$ cat src/hdl/slne_pkg.sv
`default_nettype none
// ----------------------------------------------------------------------------
// slne_pkg
// Shared types, codes and key ordering for the sorted leaf node engine.
// ----------------------------------------------------------------------------
package slne_pkg;

  localparam int unsigned CAPACITY_DEF    = 64;
  localparam int unsigned CNT_W           = 7;
  localparam int unsigned CFG_IDX_W       = 1;
  localparam int unsigned CFG_DATA_W      = 7;
  localparam logic [CNT_W-1:0] MIN_ENTRIES_RST = 7'd32;

  // operation codes
  localparam logic FUNC_INSERT = 1'b0;
  localparam logic FUNC_DELETE = 1'b1;

  // result status codes
  localparam logic [1:0] ST_INSERTED  = 2'd0;
  localparam logic [1:0] ST_DELETED   = 2'd1;
  localparam logic [1:0] ST_NOT_FOUND = 2'd2;
  localparam logic [1:0] ST_SPLIT     = 2'd3;

  // configuration register indexes
  localparam logic [CFG_IDX_W-1:0] REG_KEY_IS_REAL = 1'b0;
  localparam logic [CFG_IDX_W-1:0] REG_MIN_ENTRIES = 1'b1;

  typedef struct packed {
    logic        func;
    logic [31:0] key;
    logic [31:0] rid_page;
    logic [15:0] rid_slot;
  } in_item_t;

  typedef struct packed {
    logic [1:0]       status;
    logic [CNT_W-1:0] entry_count;
    logic             underflow;
    logic [31:0]      out_key;
    logic [31:0]      out_rid_page;
    logic [15:0]      out_rid_slot;
    logic             last;
  } out_item_t;

  typedef struct packed {
    logic [31:0] key;
    logic [31:0] page;
    logic [15:0] slot;
  } entry_t;

  // what a cell does with its entry at the next edge
  typedef enum logic [1:0] {
    CELL_HOLD,
    CELL_LOAD,
    CELL_FROM_PREV,
    CELL_FROM_NEXT
  } cell_op_t;

  // probe broadcast to every cell when a transaction is accepted
  typedef struct packed {
    logic             en;
    logic             is_del;
    logic             key_is_real;
    logic [CNT_W-1:0] count;
    entry_t           probe;
  } cell_cmp_t;

  function automatic logic is_nan(input logic [31:0] x);
    return (x[30:23] == 8'hFF) && (x[22:0] != 23'd0);
  endfunction

  function automatic logic [31:0] real_order(input logic [31:0] x);
    return x[31] ? ~x : {1'b1, x[30:0]};
  endfunction

  // a sorts strictly below b
  function automatic logic key_less(input logic real_mode, input logic [31:0] a,
                                    input logic [31:0] b);
    logic res;
    if (real_mode) begin
      if (is_nan(a) || is_nan(b)) begin
        res = 1'b0;
      end else if ((a[30:0] == 31'd0) && (b[30:0] == 31'd0)) begin
        res = 1'b0;
      end else begin
        res = real_order(a) < real_order(b);
      end
    end else begin
      res = {~a[31], a[30:0]} < {~b[31], b[30:0]};
    end
    return res;
  endfunction

endpackage : slne_pkg
`default_nettype wire

$ cat src/hdl/slne_cell.sv
`default_nettype none
// ----------------------------------------------------------------------------
// slne_cell
// One slot of the leaf: holds an entry, compares it against the probe and
// takes a new entry from the input or from either neighbor.
// ----------------------------------------------------------------------------
module slne_cell
  import slne_pkg::*;
#(
  parameter int unsigned IDX = 0
) (
  input  wire logic      clk,
  input  wire cell_cmp_t cmp,
  input  wire cell_op_t  op,
  input  wire entry_t    load_entry,
  input  wire entry_t    prev_entry,
  input  wire entry_t    next_entry,
  output entry_t         entry,
  output logic           flag
);

  localparam logic [CNT_W-1:0] MY_IDX = CNT_W'(IDX);

  entry_t entry_r;
  entry_t entry_nxt;
  logic   flag_r;
  logic   flag_nxt;
  logic   occupied;

  assign occupied = MY_IDX < cmp.count;

  always_comb begin
    // delete: exact match; insert: new key sorts below this one, or first free slot
    if (cmp.is_del) begin
      flag_nxt = occupied && (entry_r == cmp.probe);
    end else begin
      flag_nxt = (occupied && key_less(cmp.key_is_real, cmp.probe.key, entry_r.key)) ||
                 (MY_IDX == cmp.count);
    end
  end

  always_comb begin
    case (op)
      CELL_LOAD:      entry_nxt = load_entry;
      CELL_FROM_PREV: entry_nxt = prev_entry;
      CELL_FROM_NEXT: entry_nxt = next_entry;
      default:        entry_nxt = entry_r;
    endcase
  end

  always_ff @(posedge clk) begin
    entry_r <= entry_nxt;
    if (cmp.en) begin
      flag_r <= flag_nxt;
    end
  end

  assign entry = entry_r;
  assign flag  = flag_r;

endmodule : slne_cell
`default_nettype wire

$ cat config.mk
export PLATFORM = sky130hd
export DESIGN_NAME = slne_cell
export DESIGN_NICKNAME = d
export VERILOG_FILES = /design/src/hdl/slne_pkg.sv /design/src/hdl/slne_cell.sv
export SDC_FILE = /design/constraint.sdc
export NUM_CORES = 1
export LEC_CHECK = 0
export CELL_PAD_IN_SITES_DETAIL_PLACEMENT = 1
export CELL_PAD_IN_SITES_GLOBAL_PLACEMENT = 1
export CORE_AREA = 3 3 160 162
export DETAILED_ROUTE_END_ITERATION = 7
export DIE_AREA = 0 0 163 165
export DONT_BUFFER_PORTS = 1
export PLACE_DENSITY = 0.64
export SLEW_MARGIN = 20
export SYNTH_ARGS = -nofsm -noshare
export SYNTH_HDL_FRONTEND = slang
export SYNTH_SLANG_ARGS = --single-unit
$ cat constraint.sdc
create_clock -name clk -period 2.8 [get_ports clk]
set_input_delay 0.28 -clock clk [delete_from_list [all_inputs] [get_ports clk]]
set_output_delay 0.28 -clock clk [all_outputs]
set_load 0.03 [all_outputs]
==> summary.txt, run 1 <==
Cells and area
  • Fin area: 7742 um2
  • Final Core Density: a little under a third
  • Most common cell after layout, fill and taps aside: a21oi_1
  • Area delta synth->final: 12.94%
  • Highest-count cells in the layout ignoring fill and taps: a21oi_1 (100), nor2_1 (89), mux2i_1 (81), edfxtp_1 (81), xor2_1 (68)
  • Filler instances: roughly 2,800
  • Nets: approximately 1,100
  • Layout cell share with drive strength beyond 1: 7.418%

Critical path
  • Critical Path End: flag$_DFFE_PP_
  • FF-to-FF End: flag$_DFFE_PP_
  • Worst setup SP type: register
  • Worst r2r src: entry[12]$_DFFE_PP_
  • Crit-path max FO: 2
  • Critical Path Stages: 7
  • Crit path cell chain: xor2_1 -> nor4_1 -> buf_4 -> nand4_1 -> nor2_1 -> nand4_1 -> o221ai_2
  • Crit path from: entry[12]$_DFFE_PP_
  • Worst Path Buf+Inv: 1
  • Crit end category: register
  • Critical Path AT: ~2700 ps
  • Worst-case reg-to-reg path depth: 7
  • Reg2reg setup slack: 290 ps
  • Worst path top cell family by delay: simple AND/OR/NAND/NOR gates
  • Worst EP required: 2980 ps
  • Slowest cell delay on critical path: 600 ps
  • Critical path type: reg2reg
  • Most used cell, CP: nand4_1
  • Slowest library cell on the worst path: nor4_1

Clocking
  • TritonCTS clock tree: yes
  • Clk Latency, worst-skew pair: 340 ps
  • Register clock-pin slew on the reported worst setup and hold paths: 70 ps
  • Post-CTS resize count: 0
  • Clock sinks: 81
  • Clk buf depth: 2
  • Hold_buf cts: 0
  • H-tree depth: 3
  • CTS Buf Count: 9
  • Setup Buffers After CTS: 0
  • CTS root buffer: clkbuf_16

Die
  • Starting Density: 28.27%
  • Core area: 24,250 um2
  • Die width: between 150 and 200 um
  • Std cell rows: 57
  • IO Pins: 414
  • Chip height: between 150 and 200 um
  • Die area: 26,900 um2

Timing
  • Min Tclk post-route: 2505 ps
  • Max Slew Vio Count: 0
  • Final hold vios: 0
  • Relative slew slack: 42.02%
  • Setup violators final: 0
  • Slew @ Worst Pin: 858.0 ps
  • Post-Route Setup TNS: 0 ps
  • Unrepaired setup endpoints after global routing: no
  • Peak Freq: 399.2 MHz
  • WHS: 54.05 ps
  • Tcrit/Tclk final: 89.48%
  • Worst-case clock skew: 10.27 ps

Global routing
  • Met1 Track Usage GR: about a quarter
  • GRT overflow: 0
  • GRT busiest layer: met2
  • Initial antenna violation count: 2
  • First-pass GRT wire length: 37,830 um
  • Vias in the first global route: 5,877
  • Met2 GRT Util: 33.23%
  • Met3 Use GR: 5.217%
  • Largest net degree at the start of global routing: 162
  • Tot GR Track Use: approximately a fifth

Yosys
  • Synth Net Count: 1,108
  • Ys async rst share: 0%
  • Cells after synthesis: just over 700
  • Sequential share of the synthesized area: a little over a third
  • Synth warn: 0
  • Area leader, netlist: edfxtp_1
  • Synth top area cells: edfxtp_1 (35%), mux2i_1 (12%), ha_1 (11%)
  • Number of flops mapped to enable cells by yosys: 81
  • Unique masters post-synth: 43
  • Syn Std Cell Area: 6855 um2
  • Ys flop type: edfxtp_1
  • FF+latch count, synth: 81
  • Synthesized area per cell: 9.615 um2
  • Synth top area share: 35.48%

Status
  • Status: finished, final reports clean

Routing
  • DR vias/cell: 5.290
  • Initial drt markers: 303
  • DRT Pass-1 Iters: 4
  • DRC viols: 0
  • Post-route ant nets: 0
  • Wire per inst: around 26 um
  • Routed via count: 5,576
  • Detailed Route WL: 27,080 um

Power and ir drop
  • Pleak: 3.179 nW
  • Maximum VDD drop: 0.3080 mV
  • Power Density: 570.9 nW/um2

Run
  • Max-cap violations: 0

Placed design
  • Dpl hpwl: 22,690 um
  • Number of I/O port buffers: 0
  • GP Congestion: 0.8563
  • Placed cell area: 7406 um2

Hold path
  • Min-delay worst type: in2reg
==> flip-flops by register name, indices dropped and copies added, names as in the netlist <==
| signal | count |
|---|---|
| entry | 80 |
| flag | 1 |
==> cells in the mapped netlist (all sizes together), types with 3 or more instances <==
library cell	number
a21oi	100
nor2	89
edfxtp	81
mux2i	81
xor2	68
ha	62
inv	37
xnor2	37
nor4	26
nand2	20
clkbuf	19
nand4	18
buf	16
o21ai	10
a21o	6
nor3	4
and4	3
nand3	3
o2111ai	3
==> layer usage <==
layer / wire, um / share of wire (%)
met1: 10940 / 40
met3: 2143 / 7.9
met2: 13650 / 50
met4: 354 / 1.3
met5: 0 / 0
==> worst min path at each step <==
stage	startpoint	endpoint	slack (ps)	depth (start not counted)
floorplan	cmp[89]	flag$_DFFE_PP_	390	0
global placement	cmp[89]	flag$_DFFE_PP_	390	0
detailed placement	cmp[89]	flag$_DFFE_PP_	390	0
CTS	cmp[89]	flag$_DFFE_PP_	30	0
global route	cmp[89]	flag$_DFFE_PP_	20	0
finish	cmp[89]	flag$_DFFE_PP_	50	0
==> metrics by stage <==
step / setup slack, ps / instances / total power [mW]
floorplan: 256.9 / 713 / 2.720
global placement: 222.4 / 1038 / 3.041
detailed placement: 203.3 / 1038 / 3.067
CTS: 186.6 / 1052 / 4.480
global route: 156.2 / 1053 / 4.679
finish: 294.7 / 1054 / 4.420
==> power breakdown <==
part	internal (mW)	switching [mW]
logic	0.524	0.674
registers	1.51	0.317
clock network	0.865	0.526
==> area by class of cell <==
| class | count | area (um2) | area share, % |
|---|---|---|---|
| Sequential cell | 81 | 2432 | 31.42 |
| Timing Repair Buffer | 36 | 295.3 | 3.814 |
| Multi-Input combinational cell | 560 | 4134 | 53.39 |
| Clock inverter | 5 | 106.4 | 1.374 |
| Clock buffer | 9 | 225.2 | 2.909 |
| Tap cell | 324 | 405.4 | 5.236 |
| Antenna cell | 2 | 5.005 | 0.06464 |
| Inverter | 37 | 138.9 | 1.794 |
==> kinds of logic (layout without fill, tap and decap cells) <==
group,after synthesis,count (layout),share of synthesized area (%)
flops,81,81,35.48
buf+inv,72,87,4.253
mux,81,81,11.83
simple gates,174,174,12.03
fa+ha+maj,62,62,11.32
other cells,0,2,0
xor+xnor,105,105,13.41
compound gates,138,138,11.68
Power figures use the tool's default switching activity.
==> run 2: changes to the inputs <==
--- a/config.mk
+++ b/config.mk
@@ -11,6 +11,7 @@
 export DETAILED_ROUTE_END_ITERATION = 7
 export DIE_AREA = 0 0 163 165
 export DONT_BUFFER_PORTS = 1
+export GPL_TIMING_DRIVEN = 1
 export PLACE_DENSITY = 0.64
 export SLEW_MARGIN = 20
 export SYNTH_ARGS = -nofsm -noshare
==> constraint.sdc (replaced) <==
create_clock -name clk -period 2.8 [get_ports clk]
set_input_delay 0 -clock clk [delete_from_list [all_inputs] [get_ports clk]]
set_output_delay 0 -clock clk [all_outputs]
set_load 0.03 [all_outputs]
==> summary.txt, run 2 (synthesis results as in run 1) <==
Hold path
  • Worst hold start: prev_entry[75]
  • Min-delay worst type: in2reg
  • End of the worst hold path: entry[75]$_DFFE_PP_
  • Hold-critical path depth: 2

Timing
  • Tcrit/Tclk final: 87.09%
  • Relative slew slack: a little over two fifths
  • Worst-case clock skew: 6.365 ps
  • Post-Route Setup TNS: 0 ps
  • Max Slew Vio Count: 0
  • Setup violators final: 0
  • Min Tclk post-route: between 2000 and 2500 ps
  • Peak Freq: 410.1 MHz
  • Final hold vios: 0
  • Slew @ Worst Pin: a little under 900 ps
  • Unrepaired setup endpoints after global routing: no

Die
  • Chip height: 165 um
  • Std cell rows: 57
  • Starting Density: approximately 28%
  • Core area: approximately 24,000 um2
  • Die width: 163 um
  • IO Pins: 414
  • Die area: 26,900 um2

Clocking
  • Setup Buffers After CTS: 0
  • Clk Latency, worst-skew pair: 340 ps
  • Register clock-pin slew on the reported worst setup and hold paths: 70 ps
  • TritonCTS clock tree: yes
  • H-tree depth: 3
  • Clk buf depth: 2
  • Clock sinks: 81
  • CTS Buf Count: 9
  • CTS root buffer: clkbuf_16

Global routing
  • First-pass GRT wire length: 42,410 um
  • Initial antenna violation count: 2
  • Largest net degree at the start of global routing: 143
  • GRT overflow: 0
  • Vias in the first global route: 6,719
  • Tot GR Track Use: 21.47%

Cells and area
  • Finished Layout Cells: 1,183
  • Highest-count cells in the layout ignoring fill and taps: dlygate4sd3_1 (131), a21oi_1 (100), nor2_1 (89), mux2i_1 (81), edfxtp_1 (81)
  • Nets: 1,250
  • Max FFs per register: 80
  • Most common cell after layout, fill and taps aside: dlygate4sd3_1
  • Layout cell share with drive strength beyond 1: a little over 6%
  • Area delta synth->final: 31.52%
  • Filler instances: between 2,000 and 3,000

Critical path
  • Crit path cell chain: xor2_1 -> nor4_1 -> buf_4 -> nand4_1 -> nor2_1 -> nand4_1 -> o221ai_2
  • Critical path type: reg2reg
  • Worst r2r src: entry[12]$_DFFE_PP_
  • Worst setup SP type: register
  • Reg2reg setup slack: 360 ps
  • Worst-case reg-to-reg path depth: 7
  • Crit-path max FO: 2
  • FF-to-FF End: flag$_DFFE_PP_
  • Crit end category: register
  • Critical Path AT: roughly 2600 ps
  • Slowest cell delay on critical path: 620 ps
  • Most used cell, CP: nand4_1
  • Worst path top cell family by delay: simple AND/OR/NAND/NOR gates
  • Worst EP required: ~3000 ps
  • Worst Path Buf+Inv: 1
  • Slowest library cell on the worst path: nor4_1

Power and ir drop
  • Maximum VDD drop: 0.3141 mV
  • Power Density: 496.3 nW/um2
  • Pleak: 3.693 nW

Placed design
  • GP Congestion: 0.8498
  • Dpl hpwl: about 23,000 um
  • Dpl cells: between 1,000 and 1,500
  • Number of I/O port buffers: 0

Routing
  • Routed via count: 6,204
  • DR vias/cell: 5.244
  • Initial drt markers: 347
  • DRC viols: 0
  • Detailed Route WL: 30,420 um
  • Post-route ant nets: 0
  • Wire per inst: 25.71 um
  • DRT Pass-1 Iters: 5

Run
  • Max-cap violations: 0

Status
  • Status: finished, final reports clean
## run 2: changes by cell type in the layout (fill, tap and decap cells not counted), sizes merged
cell / previous run / this run
dlygate4sd3: 0 / 131
bufinv: 3 / 1
buf: 36 / 35
clkinv: 1 / 2
clkinvlp: 1 / 2
diode: 2 / 1
## run 2: worst max path at each step
stage	start	depth (start not counted)	to	slack (ps)
finish	entry[12]$_DFFE_PP_	7	flag$_DFFE_PP_	360
global route	entry[12]$_DFFE_PP_	7	flag$_DFFE_PP_	140
CTS	entry[12]$_DFFE_PP_	7	flag$_DFFE_PP_	210
detailed placement	entry[12]$_DFFE_PP_	7	flag$_DFFE_PP_	220
global placement	entry[12]$_DFFE_PP_	7	flag$_DFFE_PP_	240
floorplan	entry[79]$_DFFE_PP_	10	flag$_DFFE_PP_	260
## run 2: worst reg2reg max path: cells and delay by family (launching register included)
family	cells	cell delay (ps)
flops	1	550
xor+xnor	1	220
buf+inv	1	220
simple gates	4	1190
compound gates	1	110
## run 2: timing repair
item,in CTS,in global routing
gates resized for setup,0,0
endpoints found under the hold margin,82,1
hold buffers,130,2
## run 2: final cells by class
type	count	area [um2]	area share, %
clock buffer	9	225.2	2.498
timing repair buffer	166	1619	17.96
antenna	1	2.502	0.02775
clock inverter	5	58.81	0.6522
multi-input combinational	560	4134	45.85
inverter	37	138.9	1.540
sequential	81	2432	26.98
tap	324	405.4	4.496
## run 2: metal layers
metal / part of all wire [%] / track usage [%]
met1: 39 / 25.12
met2: 50 / 37.63
met3: 7.2 / 6.095
met4: 3.3 / 7.574
met5: 0 / 0
## run 2: where the power goes
part / leakage [nW] / total [mW] / internal [mW] / switching (mW)
registers: 0.816 / 1.84 / 1.51 / 0.322
clock network: 0.133 / 1.20 / 0.682 / 0.522
logic: 2.74 / 1.44 / 0.679 / 0.756
total: 3.69 / 4.48 / 2.88 / 1.60
## run 2: stage by stage
stage	hold WS [ps]	setup slack (ps)	total power, mW	cell area [um2]	utilization [%]
2_1_floorplan	112.5	256.9	2.720	6855	-
3_3_place_gp	112.9	241.7	3.040	7391	30.48
3_5_place_dp	112.9	216.2	3.065	7391	30.48
4_1_cts	0.09850	210.0	4.496	8994	37.09
5_1_grt	8.719	138.5	4.724	9016	37.18
6_report	10.27	361.5	4.475	9016	37.18
